### config.mk
export PLATFORM = sky130hd
export DESIGN_NAME = cell_frame_parser
export DESIGN_NICKNAME = d
export VERILOG_FILES = /design/src/rtl/cfp_pkg.sv /design/src/rtl/cfp_ctrl.sv /design/src/rtl/cfp_datapath.sv /design/src/rtl/cell_frame_parser.sv
export SDC_FILE = /design/constraint.sdc
export NUM_CORES = 1
export LEC_CHECK = 0
export BUFFER_PORTS_ARGS = -buffer_cell sky130_fd_sc_hd__buf_2
export CAP_MARGIN = 20
export CORE_MARGIN = 5
export CORE_UTILIZATION = 56
export DETAILED_ROUTE_END_ITERATION = 6
export PLACE_DENSITY_LB_ADDON = 0.15
export SYNTH_ARGS = -nofsm -noshare
export SYNTH_HDL_FRONTEND = slang
export SYNTH_SLANG_ARGS = --single-unit
### constraint.sdc
create_clock -name clk -period 2.7 [get_ports clk]
set_input_delay 0 -clock clk [delete_from_list [all_inputs] [get_ports clk]]
set_output_delay 0 -clock clk [all_outputs]
set_load 0.01 [all_outputs]
### src/rtl/cfp_pkg.sv
package cfp_pkg;

  localparam logic [7:0] START_BYTE  = 8'hA5;
  localparam int         STORE_DEPTH = 16;
  localparam int         IDX_W       = 4;
  localparam int         WORD_W      = 16;

  // Commands from the controller to the datapath
  typedef struct packed {
    logic sum_init;    // restart the sum from the start byte (or zero)
    logic sum_add;     // add the current byte to the running sum
    logic len_load;    // take the length byte as word count
    logic lo_latch;    // hold the low byte of a data word
    logic word_write;  // write the completed word into the store
    logic chk_latch;   // hold the low byte of the received checksum
    logic emit_start;  // rewind the read pointer
    logic emit_step;   // move the next stored word into the output register
  } cfp_cmd_t;

  // Status from the datapath to the controller
  typedef struct packed {
    logic is_start;    // current byte is the start byte
    logic len_ok;      // current byte is a usable length
    logic rem_zero;    // no data words left to read
    logic chk_match;   // received checksum equals the expected one
    logic emit_done;   // last word of the frame loads this cycle
  } cfp_status_t;

endpackage

### src/rtl/cfp_ctrl.sv
module cfp_ctrl (
  input  logic                clk,
  input  logic                rst,
  input  logic                in_valid,
  output logic                in_stall,
  input  cfp_pkg::cfp_status_t status,
  output cfp_pkg::cfp_cmd_t    cmd
);
  import cfp_pkg::*;

  typedef enum logic [2:0] {
    HUNT,
    LEN,
    DLO,
    DHI,
    CSLO,
    CSHI,
    EMIT
  } state_t;

  state_t state;
  state_t state_next;
  logic   accept;

  assign accept = in_valid && !in_stall;

  always_comb begin
    cmd        = '0;
    state_next = state;
    case (state)
      HUNT: begin
        if (accept) begin
          cmd.sum_init = 1'b1;
          if (status.is_start) begin
            state_next = LEN;
          end
        end
      end
      LEN: begin
        if (accept) begin
          cmd.sum_add = 1'b1;
          if (status.len_ok) begin
            cmd.len_load = 1'b1;
            state_next   = DLO;
          end else begin
            state_next = HUNT;
          end
        end
      end
      DLO: begin
        if (accept) begin
          cmd.sum_add  = 1'b1;
          cmd.lo_latch = 1'b1;
          state_next   = DHI;
        end
      end
      DHI: begin
        if (accept) begin
          cmd.sum_add    = 1'b1;
          cmd.word_write = 1'b1;
          state_next     = status.rem_zero ? CSLO : DLO;
        end
      end
      CSLO: begin
        if (accept) begin
          cmd.chk_latch = 1'b1;
          state_next    = CSHI;
        end
      end
      CSHI: begin
        if (accept) begin
          if (status.chk_match) begin
            cmd.emit_start = 1'b1;
            state_next     = EMIT;
          end else begin
            state_next = HUNT;
          end
        end
      end
      EMIT: begin
        cmd.emit_step = 1'b1;
        if (status.emit_done) begin
          state_next = HUNT;
        end
      end
      default: begin
        state_next = HUNT;
      end
    endcase
  end

  always_ff @(posedge clk) begin
    if (rst) begin
      state    <= HUNT;
      in_stall <= 1'b0;
    end else begin
      state    <= state_next;
      in_stall <= (state_next == EMIT);
    end
  end

endmodule

### src/rtl/cfp_datapath.sv
module cfp_datapath #(
  parameter int MAX_WORDS = 16
) (
  input  logic                              clk,
  input  logic                              rst,
  input  logic [7:0]                        byte_in,
  input  cfp_pkg::cfp_cmd_t                 cmd,
  output cfp_pkg::cfp_status_t              status,
  output logic                              out_valid,
  input  logic                              out_stall,
  output logic [cfp_pkg::IDX_W-1:0]         word_index,
  output logic [cfp_pkg::WORD_W-1:0]        cell_word,
  output logic                              last_word
);
  import cfp_pkg::*;

  localparam int FW = $clog2(MAX_WORDS + 1);
  localparam int CW = (FW > 5) ? FW : 5;

  logic [WORD_W-1:0] word_store [STORE_DEPTH];

  logic [FW-1:0]     remaining_words;
  logic [FW-1:0]     frame_words;
  logic [IDX_W-1:0]  write_index;
  logic [7:0]        low_byte_latch;
  logic [15:0]       running_sum;
  logic [7:0]        received_check_low;
  logic [IDX_W-1:0]  read_index;

  logic [CW-1:0]     frame_words_ext;
  logic [IDX_W-1:0]  last_index;
  logic              out_free;

  assign frame_words_ext = CW'(frame_words);
  // clip the emitted count to the store depth
  assign last_index = (frame_words_ext > CW'(STORE_DEPTH)) ? IDX_W'(STORE_DEPTH - 1)
                                                           : IDX_W'(frame_words_ext - 1'b1);
  assign out_free   = !out_valid || !out_stall;

  assign status.is_start  = (byte_in == START_BYTE);
  assign status.len_ok    = (byte_in != 8'd0) && (byte_in <= 8'(MAX_WORDS));
  assign status.rem_zero  = (remaining_words == '0);
  assign status.chk_match = ({byte_in, received_check_low} == ~running_sum);
  assign status.emit_done = out_free && (read_index == last_index);

  always_ff @(posedge clk) begin
    if (rst) begin
      remaining_words <= '0;
      frame_words     <= '0;
      write_index     <= '0;
      running_sum     <= '0;
      read_index      <= '0;
      out_valid       <= 1'b0;
    end else begin
      if (cmd.sum_init) begin
        running_sum <= status.is_start ? 16'(START_BYTE) : 16'd0;
      end else if (cmd.sum_add) begin
        running_sum <= running_sum + 16'(byte_in);
      end
      if (cmd.len_load) begin
        remaining_words <= FW'(byte_in);
        frame_words     <= FW'(byte_in);
        write_index     <= '0;
      end
      if (cmd.lo_latch && (remaining_words != '0)) begin
        remaining_words <= remaining_words - 1'b1;
      end
      if (cmd.word_write) begin
        write_index <= write_index + 1'b1;
      end
      if (cmd.emit_start) begin
        read_index <= '0;
      end
      if (cmd.emit_step && out_free) begin
        out_valid  <= 1'b1;
        read_index <= read_index + 1'b1;
      end else if (!out_stall) begin
        out_valid <= 1'b0;
      end
    end
  end

  // store and registered read; the read register is the output register
  always_ff @(posedge clk) begin
    if (cmd.lo_latch) begin
      low_byte_latch <= byte_in;
    end
    if (cmd.chk_latch) begin
      received_check_low <= byte_in;
    end
    if (cmd.word_write) begin
      word_store[write_index] <= {byte_in, low_byte_latch};
    end
    if (cmd.emit_step && out_free) begin
      cell_word  <= word_store[read_index];
      word_index <= read_index;
      last_word  <= (read_index == last_index);
    end
  end

endmodule

### src/rtl/cell_frame_parser.sv
// Frame parser for a byte stream from a slow serial link. Hunt for the start
// byte 0xA5, then take a length byte: 1 to MAX_WORDS words are accepted, any
// other length drops the frame and hunting resumes with the next byte. Then
// read that many 16-bit words, low byte first, into a 16-entry store,
// followed by a 16-bit checksum, low byte first. The expected checksum is
// 0xFFFF minus the 16-bit wrapping sum of every byte from the start byte up to
// the last data byte. On a match each stored word is delivered as one request
// carrying its index and a last flag; on a mismatch nothing is delivered.
// Frames longer than 16 words wrap in the store: later words overwrite
// earlier ones and only store entries 0..15 are delivered.
// Rate: bytes are taken back to back whenever the input is not stalled. After
// the final checksum byte of a good frame the input is stalled while the store
// is read out through its single read port, one word per cycle while the output
// is not stalled.
// The output is registered, so the last word may still wait on the output
// while the next frame is already being received.
module cell_frame_parser #(
  parameter int MAX_WORDS = 16
) (
  input  logic                      clk,
  input  logic                      rst,
  input  logic                      in_valid,
  output logic                      in_stall,
  input  logic [7:0]                byte_in,
  output logic                      out_valid,
  input  logic                      out_stall,
  output logic [cfp_pkg::IDX_W-1:0] word_index,
  output logic [cfp_pkg::WORD_W-1:0] cell_word,
  output logic                      last_word
);
  import cfp_pkg::*;

  cfp_cmd_t    cmd;
  cfp_status_t status;

  // sequence the frame fields and the read-out
  cfp_ctrl u_ctrl (
    .clk      (clk),
    .rst      (rst),
    .in_valid (in_valid),
    .in_stall (in_stall),
    .status   (status),
    .cmd      (cmd)
  );

  // sum, counters, word store and output register
  cfp_datapath #(
    .MAX_WORDS (MAX_WORDS)
  ) u_datapath (
    .clk        (clk),
    .rst        (rst),
    .byte_in    (byte_in),
    .cmd        (cmd),
    .status     (status),
    .out_valid  (out_valid),
    .out_stall  (out_stall),
    .word_index (word_index),
    .cell_word  (cell_word),
    .last_word  (last_word)
  );

  // leaving read-out always leaves the final word waiting on the output
  a_release_on_last: assert property (@(posedge clk) disable iff (rst)
    $fell(in_stall) |-> out_valid && last_word)
    else $error("input released without the last word on the output");

  // a word that is not the last only appears while read-out holds the input
  a_mid_frame_stall: assert property (@(posedge clk) disable iff (rst)
    out_valid && !last_word |-> in_stall)
    else $error("non-final word on the output outside read-out");

  // once a non-final word is taken the next index follows at once
  a_next_word: assert property (@(posedge clk) disable iff (rst)
    out_valid && !out_stall && !last_word |=>
      out_valid && (word_index == IDX_W'($past(word_index) + 1'b1)))
    else $error("read-out did not advance to the next word");

endmodule

-- Word level (Yosys, flattened, before mapping)
Memory sizes are Yosys's and may differ from the RTL's. A register that Yosys moved wholly into a read port is not among the register bits.
Cells that the tools add are included.
- register bits: 60
- RAM bits: 256
- input port bits: 12
- logic and storage cells: 89
- memories kept: 1
- memories (memory ; depth ; width ; rd ports ; clocked after memory_dff ; write ports ; line ; RTL):
    u_datapath.word_store ; 16 ; 16 ; 1 ; 1 ; 1 ; cfp_datapath.sv:20 ; logic [WORD_W-1:0] word_store [STORE_DEPTH];
- add/subtract/negate cells: 5
- $lt $le $gt $ge: 2
- eq/ne operators: 11
- muxes and demuxes: 39
- bitwise operators: 1
- reductions and logical operators: 18
- operator list (kind ; count):
    two-way mux 16 bit ; 2
    two-way mux 3 bit ; 10
    case mux 3 bit (7 select lines) ; 1
    two-way mux 4 bit ; 5
    adder 16 x 8 -> 16 bit ; 1
    == test 16 bit ; 1
    inverter 16 bit ; 1
    two-way mux 1 bit ; 15
    == test 3 bit (second input constant) ; 4
    two-way mux 5 bit ; 2
    adder 4 x 1 -> 4 bit (second input constant) ; 2
    == test 8 bit (second input constant) ; 1
    less-or-equal comparator 8 x 5 -> 1 bit (second input constant) ; 1
    two-way mux 8 bit ; 1
    nonzero test 2 bit ; 4
    nonzero test 8 bit ; 1
    == test 3 x 2 -> 1 bit (second input constant) ; 2
    > comparator 5 bit (second input constant) ; 1
    logical AND 1 bit ; 5
    zero test 5 bit ; 1
    nonzero test 5 bit ; 1
    subtractor 5 x 1 -> 5 bit (second input constant) ; 1
    == test 4 bit ; 1
    two-way mux 2 bit ; 2
    8 further kinds ; 10

-- Longest topological paths before layout
Gate-level depths: netlist of the first run.
- depth after elaboration: 7
- mapped depth: 8

-- Cells and area by module
A second synthesis of the first run with hierarchy kept.
- cells, all modules: 739
- area total of the unflattened synthesis: 13435.4 µm²
- modules (own cells, without submodules) (module ; times used ; cells each ; area each (µm²) ; sequential area each (µm²)):
    cfp_datapath ; 1 ; 701 ; 13137.6 ; 9499.1
    cfp_ctrl ; 1 ; 38 ; 297.8 ; 80.1

-- Least setup slack after synthesis of the first run
Ideal clock, no wire load.
- path kind: register to register
- start: reg u_ctrl.state[2]
- end: mem u_datapath.word_store[2][0], enable pin
- arrival: 2282 ps
- required time: 2291 ps
- setup slack: 9 ps
- cell stages (with the launch flop): 7
- buffers on the path: 2
- period minus slack after synthesis: 2691 ps
- cells stage by stage: dfxtp_1 buf_2 nor2b_1 and2_1 clkbuf_1 nand2_1 nor3_1
- cells in the longest elaborated chain, start to end: 4
- RTL lines (what ; line ; RTL):
    from (decl) ; cfp_ctrl.sv:21 ; state_t state;
    from (signal assigned) ; cfp_ctrl.sv:97 ; state <= state_next;
    == test 3 x 2 -> 1 bit ; cfp_ctrl.sv:30 ; case (state)
    two-way mux 1 bit ; cfp_ctrl.sv:30 ;
    two-way mux 1 bit ; cfp_datapath.sv:91 ; if (cmd.word_write) begin
    two-way mux 1 bit (not written as such) ; cfp_datapath.sv:92 ; word_store[write_index] <= {byte_in, low_byte_latch};
    to (decl) ; cfp_datapath.sv:20 ;
Every way passes these cells.

-- Final worst setup path of the first run
- start: reg u_datapath.running_sum[0]
- end: reg u_datapath.running_sum[10]
- cells in the longest elaborated chain, start to end: 3
- RTL lines (what ; line ; RTL):
    from (decl) ; cfp_datapath.sv:26 ; logic [15:0] running_sum;
    from (signal assigned) ; cfp_datapath.sv:56 ; running_sum <= status.is_start ? 16'(START_BYTE) : 16'd0;
    from (signal assigned) ; cfp_datapath.sv:58 ; running_sum <= running_sum + 16'(byte_in);
    adder 16 x 8 -> 16 bit ; cfp_datapath.sv:58 ;
    two-way mux 16 bit ; cfp_datapath.sv:57 ; end else if (cmd.sum_add) begin
    two-way mux 16 bit ; cfp_datapath.sv:55 ; if (cmd.sum_init) begin
Every way passes these cells. The select of a mux whose other input is x is not followed.
A chain may end at the register's enable or synchronous reset.

==> results of run 1 <==
## worst register-to-register path, stage by stage, from the launching register on
cell and delay, ns:
dfxtp_1 0.37, ha_1 0.19, inv_1 0.06, fa_1 0.42, nor2b_1 0.19, o2111a_1 0.24
nor3_1 0.14, or4_1 0.53, a21oi_1 0.18
## cell type report
| cell class | instances | area share [%] |
|---|---|---|
| Clock buffer | 49 | 6.30 |
| Clock inverter | 15 | 0.716 |
| Inverter | 15 | 0.366 |
| Multi-Input combinational cell | 362 | 23.7 |
| Sequential cell | 332 | 62.3 |
| Tap cell | 319 | 2.59 |
| Timing Repair Buffer | 83 | 4.02 |
## repair_timing
| item | 4_1_cts | 5_1_grt |
|---|---|---|
| hold buffers | 7 | 0 |
| endpoints found under the setup margin | 0 | 0 |
| hold endpoints to repair | 63 | 0 |
## cell families (layout without fill, tap and decap cells)
logic type	Yosys count	in the layout	synth area share [%]
buffers and inverters	49	162	1.48
flip-flops	332	332	71.6
multiplexers	80	80	13.5
AO/OA/AOI/OAI	84	84	4.03
AND/OR/NAND/NOR	160	160	6.43
XOR/XNOR	22	22	1.44
adder cells (fa/ha/maj)	16	16	1.55
## flip-flops by register name, indices dropped and copies added (netlist names), 3 cells and up
signal                         flops
u_datapath.write_index             4
u_datapath.running_sum            16
u_datapath.word_store            256
u_datapath.cell_word              16
u_datapath.word_index              4
u_datapath.received_check_low      8
u_datapath.read_index              4
u_ctrl.state                       3
u_datapath.remaining_words         5
u_datapath.frame_words             5
u_datapath.low_byte_latch          8
## metal layers
| layer | GRT usage [%] | up-vias | part of all wire, % |
|---|---|---|---|
| met4 | 5.18 | 0 | 1.6 |
| met2 | 37.0 | 317 | 50 |
| met1 | 31.5 | 3841 | 42 |
| li1 | - | 3197 | - |
| met5 | 0 | - | 0 |
| met3 | 4.14 | 36 | 6.5 |
## Yosys cell counts (13+ instances only)
cell type and n:
nand2_1 38, nor3_1 13, edfxtp_1 293, nand3_1 13
dfxtp_1 39, nor2_1 31, clkbuf_1 21, ha_1 15
inv_1 15, a21oi_1 31, mux4_2 80, xnor2_1 18
## placed cells by master, fill, tap and decap left out, types with 7 or more instances in the layout
| master | synthesis | routed |
|---|---|---|
| edfxtp_1 | 293 | 293 |
| mux4_2 | 80 | 80 |
| nand2_1 | 38 | 38 |
| buf_4 | 1 | 37 |
| dfxtp_1 | 39 | 37 |
| clkbuf_16 | 0 | 36 |
| buf_2 | 8 | 34 |
| a21oi_1 | 31 | 31 |
| nor2_1 | 31 | 19 |
| xnor2_1 | 18 | 18 |
| inv_1 | 15 | 15 |
| ha_1 | 15 | 15 |
| nand3_1 | 13 | 13 |
| nor2_2 | 0 | 12 |
| o21ai_0 | 11 | 11 |
| clkbuf_1 | 21 | 11 |
| nor3_1 | 13 | 9 |
| or4_1 | 9 | 9 |
| nor4_1 | 8 | 8 |
| dlygate4sd3_1 | 0 | 7 |
## through the flow
step / hold WS, ns / instance area [sq um] / power, mW / utilization, % / std cells
after global routing: 0.0236 / 15400 / 10.5 / 65.6 / 1175
after floorplan: 0.0989 / 13400 / 5.69 / - / 743
after CTS: 0.00148 / 15400 / 10.2 / 65.6 / 1175
after detailed placement: 0.281 / 14200 / 5.77 / 60.7 / 1104
after global placement: 0.280 / 14200 / 5.77 / 60.7 / 1104
final: 0.0165 / 15400 / 10.1 / 65.6 / 1175
## final timing paths
path	cells past startpoint	slack (ns)	end
max	8	0.30	u_datapath.running_sum[10]
min	2	0.02	u_datapath.write_index[2]
max reg2reg	8	0.30	u_datapath.running_sum[10]
min reg2reg	2	0.49	u_datapath.remaining_words[4]
## power groups by stage
stage,Combinational (mW),Clock (mW),Sequential (mW)
after CTS,0.133,4.55,5.54
after global routing,0.145,4.80,5.53
after global placement,0.120,0,5.65
final,0.134,4.48,5.54
after detailed placement,0.125,0,5.65
after floorplan,0.0436,0,5.65
==> reports/results.txt, run 1 <==
Hold Path Class = in -> reg
Max transition margin = 45.4%
Clock sink total = 332
P_int = 8.12 mW
Final period util = 89.0%
RSZ-0062 raised after global routing = no
Nets = 857
Core area = 23500 sq um
Worst hold path startpoint = rst
GRT Total Usage = 22.4%
Die X = 165 um
Vias in the first global route = 7660
Port bufs = 34
Clock latency on the worst-skew pair = 0.51 ns
Proportion of netlist area held by the largest area contributor = 65.8%
Drt initial violations = 764
Max Fclk = 0.416 GHz
Setup crit end kind = flop
Sw Share = 20.0%
Initial Util = 57.0%
Net load switching power = 2.03 mW
Maximum VDD drop = 0.527 mV
Clk_skew = 0.0153 ns
WP data required = 3.13 ns
Final WS setup = 0.297 ns
Register Area = 9580 sq um
Area Growth Syn to Fin = 15.0%
Clock slew at reported path FFs = 0.06 ns
Max_cap viols = 0
Count of final setup violators = 0
WP data arrival = 2.83 ns
First-pass GRT wire length = 45.3 mm
Logic pwr share = 1.3%
Power Density = 660 nW/um^2
Post-synth top area cell = edfxtp_1
Fraction of layout cells with a size suffix above 1 = 27.0%
Asr flop ratio synth = 0%
EDFF count, synth = 293
Synth warn = 0
Max incr delay on CP = 0.53 ns
Number of setup buffers added after CTS = 0
Vias/cell = 6.29
Final ANT Viol Nets = 0
Ranking of synthesized cells by area = edfxtp_1 (66%), mux4_2 (13%), dfxtp_1 (5.8%)
Lkg Pwr = 4.84 nW
Worst Max-Slew Pin Slew = 0.818 ns
Post-CTS sizing = 0
Setup crit start = u_datapath.running_sum[0]
Antenna Diode Count = 0
Clock power frac = 44.1%
Mapped Area = 13400 sq um
RePlAce Congestion = 0.913
Total Neg Setup Slack = 0 ns
RR Startpoint = u_datapath.running_sum[0]
Ports = 35
# rows = 56
Routed wire length = 29.2 mm
Status = completed
DRT Pass-1 Iters = 5
Worst path bufs/invs = 1
Worst Path Max Fanout = 8
Syn Nets = 771
Num CTS Buffers = 35
CTS tree = yes
Clock buffer depth = 3
Hpwl dp = 18.3 mm
Netlist cell types = 60
GRT overflow = 0
DP Worst Slack = 0.327 ns
Cells after Synth = 743
Delay-heaviest family, CP = simple AND/OR/NAND/NOR gates
Ys flop type = edfxtp_1
Area of the multi-input gates = 3650 sq um
Hold Violations, Final = 0
Die Area = 27100 sq um
Clock root buffer = clkbuf_16
Largest net degree at the start of global routing = 72
Fin crit period = 2.40 ns
CP max stage cell = or4_1
Critical path type = reg -> reg
Max Slew Vio Count = 0
Filler cells = 1563
Sequential share of power = 54.6%
Routed WL per cell = 24.8 um
Initial antenna violation count = 0
Die Span Y = 165 um
H-tree levels = 2
CP Cell Sequence = ha_1 > inv_1 > fa_1 > nor2b_1 > o2111a_1 > nor3_1 > or4_1 > a21oi_1
Register area share after synthesis = 71.6%
Startpoint Class = flop
Vias = 7391
Synth Area per Inst = 18.0 sq um
Yosys reg bits = 332
DRC violations left = 0
Power figures use the tool's default switching activity.
==> run 2: changes to the inputs <==
Settings changed: REMOVE_ABC_BUFFERS set to 1.
==> run 2 against run 1 <==
Effect of this change:
- die area unchanged
- hold slack improved by 0.016 ns
- largest cell class unchanged
- first-iteration DRC count increased by 0.92%
- combinational power decreased by 7%
- register-to-register slack about the same
- clock skew decreased by 0.0050 ns
==> reports/results.txt, run 2 (synthesis results as in run 1) <==
Status = completed
DP Worst Slack = 0.313 ns (-0.0135 ns)
CP Cell Sequence = ha_1 > inv_1 > fa_1 > nor2b_1 > o2111a_1 > nor3_1 > or4_1 > a21oi_1
WL met1 = 12.0 mm (-2.0%)
Lkg Pwr = 4.88 nW (+0.83%)
Hold Path Class = in -> reg
Routed wire length = 28.9 mm (-0.94%)
DRT Pass-1 Iters = 6 (+1)
First-pass GRT wire length = 44.6 mm (-1.6%)
# rows = 56 (unchanged)
Fraction of layout cells with a size suffix above 1 = 26.7% (-0.28 points)
Largest net degree at the start of global routing = 37 (-49%)
RePlAce Congestion = 0.887 (-2.8%)
Nets = 869 (+1.4%)
Core area = 23500 sq um (unchanged)
WP data required = 3.12 ns (about the same)
Top Registers = u_datapath.word_store: 256 flops, u_datapath.cell_word: 16 flops, u_datapath.running_sum: 16 flops
Die X = 165 um (unchanged)
Routed WL per cell = 24.4 um (-1.7%)
Maximum VDD drop = 0.465 mV (-12%)
Drt initial violations = 771 (+0.92%)
Critical path type = reg -> reg
Total Neg Setup Slack = 0 ns (unchanged)
Count of final setup violators = 0 (unchanged)
Vias in the first global route = 7446 (-2.8%)
Max_cap viols = 0 (unchanged)
RSZ-0062 raised after global routing = no
Worst Path Max Fanout = 8 (unchanged)
Clock root buffer = clkbuf_16
Die Area = 27100 sq um (unchanged)
Port bufs = 34 (unchanged)
CP max stage cell = or4_1
Post-CTS sizing = 0 (unchanged)
Ports = 35 (unchanged)
Highest metal used = met4
Clock slew at reported path FFs = 0.06 ns (about the same)
Clock latency on the worst-skew pair = 0.50 ns (about the same)
Delay-heaviest family, CP = simple AND/OR/NAND/NOR gates
WL met2 = 14.5 mm (-0.10%)
Initial antenna violation count = 0 (unchanged)
Final WS setup = 0.293 ns (-0.00448 ns)
Max transition margin = 52.7% (+7.3 points)
Die Span Y = 165 um (unchanged)
GRT overflow = 0 (unchanged)
Num CTS Buffers = 34 (-2.9%)
Most frequent cells in the layout = edfxtp_1 (293), mux4_2 (80), buf_4 (48), nand2_1 (38), dfxtp_1 (37)
Power Density = 645 nW/um^2 (-2.2%)
Final period util = 89.2% (+0.17 points)
CTS tree = yes
Hpwl dp = 18.1 mm (-1.1%)
WP data arrival = 2.83 ns (about the same)
Filler cells = 1587 (+1.5%)
Setup crit end kind = flop
H-tree levels = 2 (unchanged)
Vias = 7341 (-0.68%)
GRT Total Usage = 22.1% (-0.21 points)
Max incr delay on CP = 0.52 ns (about the same)
Max Fclk = 0.415 GHz (-0.19%)
Worst Max-Slew Pin Slew = 0.704 ns (-0.113 ns)
Max Slew Vio Count = 0 (unchanged)
Area Growth Syn to Fin = 15.3%
Initial Util = 57.0% (unchanged)
Met3 routed WL = 1.86 mm (-2.2%)
Final ANT Viol Nets = 0 (unchanged)
Vias/cell = 6.20 (-1.4%)
Clock buffer depth = 3 (unchanged)
Clock sink total = 332 (unchanged)
Worst path bufs/invs = 1 (unchanged)
Commonest non-fill, non-tap cell in the layout = edfxtp_1
Hold Violations, Final = 0 (unchanged)
Largest register FFs = 256 (unchanged)
Fin crit period = 2.41 ns (+0.00447 ns)
Startpoint Class = flop
Clk_skew = 0.0103 ns (-0.00500 ns)
DRC violations left = 0 (unchanged)
Antenna Diode Count = 0 (unchanged)
Top reg by flops = u_datapath.word_store
[run 2: where the power goes]
part | leakage (nW) | internal (mW) | total, mW | switching (mW)
sequential | 2.95 | 5.54 | 5.54 | 0.000273
clock | 0.490 | 2.47 | 4.29 | 1.81
combinational | 1.44 | 0.0375 | 0.125 | 0.0873
[run 2: what timing repair did]
item	4_1_cts	5_1_grt
hold buffers	9	0
hold endpoints to repair	67	0
buffers inserted	0	0
[run 2: cell type report]
cell class                 count  area [sq um]  share of cell area (%)
clock inverter                15          95.1                   0.617
inverter                      15          56.3                   0.365
tap                          319           399                    2.59
clock buffer                  45           913                    5.92
sequential                   332          9580                    62.2
multi-input combinational    362          3650                    23.7
timing repair buffer          96           721                    4.67
[run 2: stage by stage]
stage	utilization (%)	power [mW]	hold slack [ns]	cells	instance area [sq um]
CTS	65.7	10.0	0.0236	1184	15400
global placement	61.0	5.76	0.319	1115	14300
detailed placement	61.0	5.76	0.317	1115	14300
finish	65.7	9.95	0.0325	1184	15400
global route	65.7	10.3	0.0312	1184	15400
floorplan	-	5.68	0.0691	709	13200
[run 2: final timing paths]
kind	startpoint	to	slack, ns	cells after the start
worst max-delay path	u_datapath.running_sum[0]	u_datapath.running_sum[12]	0.29	8
worst min-delay path	byte_in[6]	u_datapath.low_byte_latch[6]	0.03	1
worst max register to register	u_datapath.running_sum[0]	u_datapath.running_sum[12]	0.29	8
worst min register to register	u_datapath.remaining_words[4]	u_datapath.remaining_words[4]	0.48	2
[run 2: layer usage]
layer  track usage [%]  vias up
met1              31.5     3779
met4              4.73        0
met2              37.2      306
li1                  -     3209
met5                 0        -
met3              3.27       47
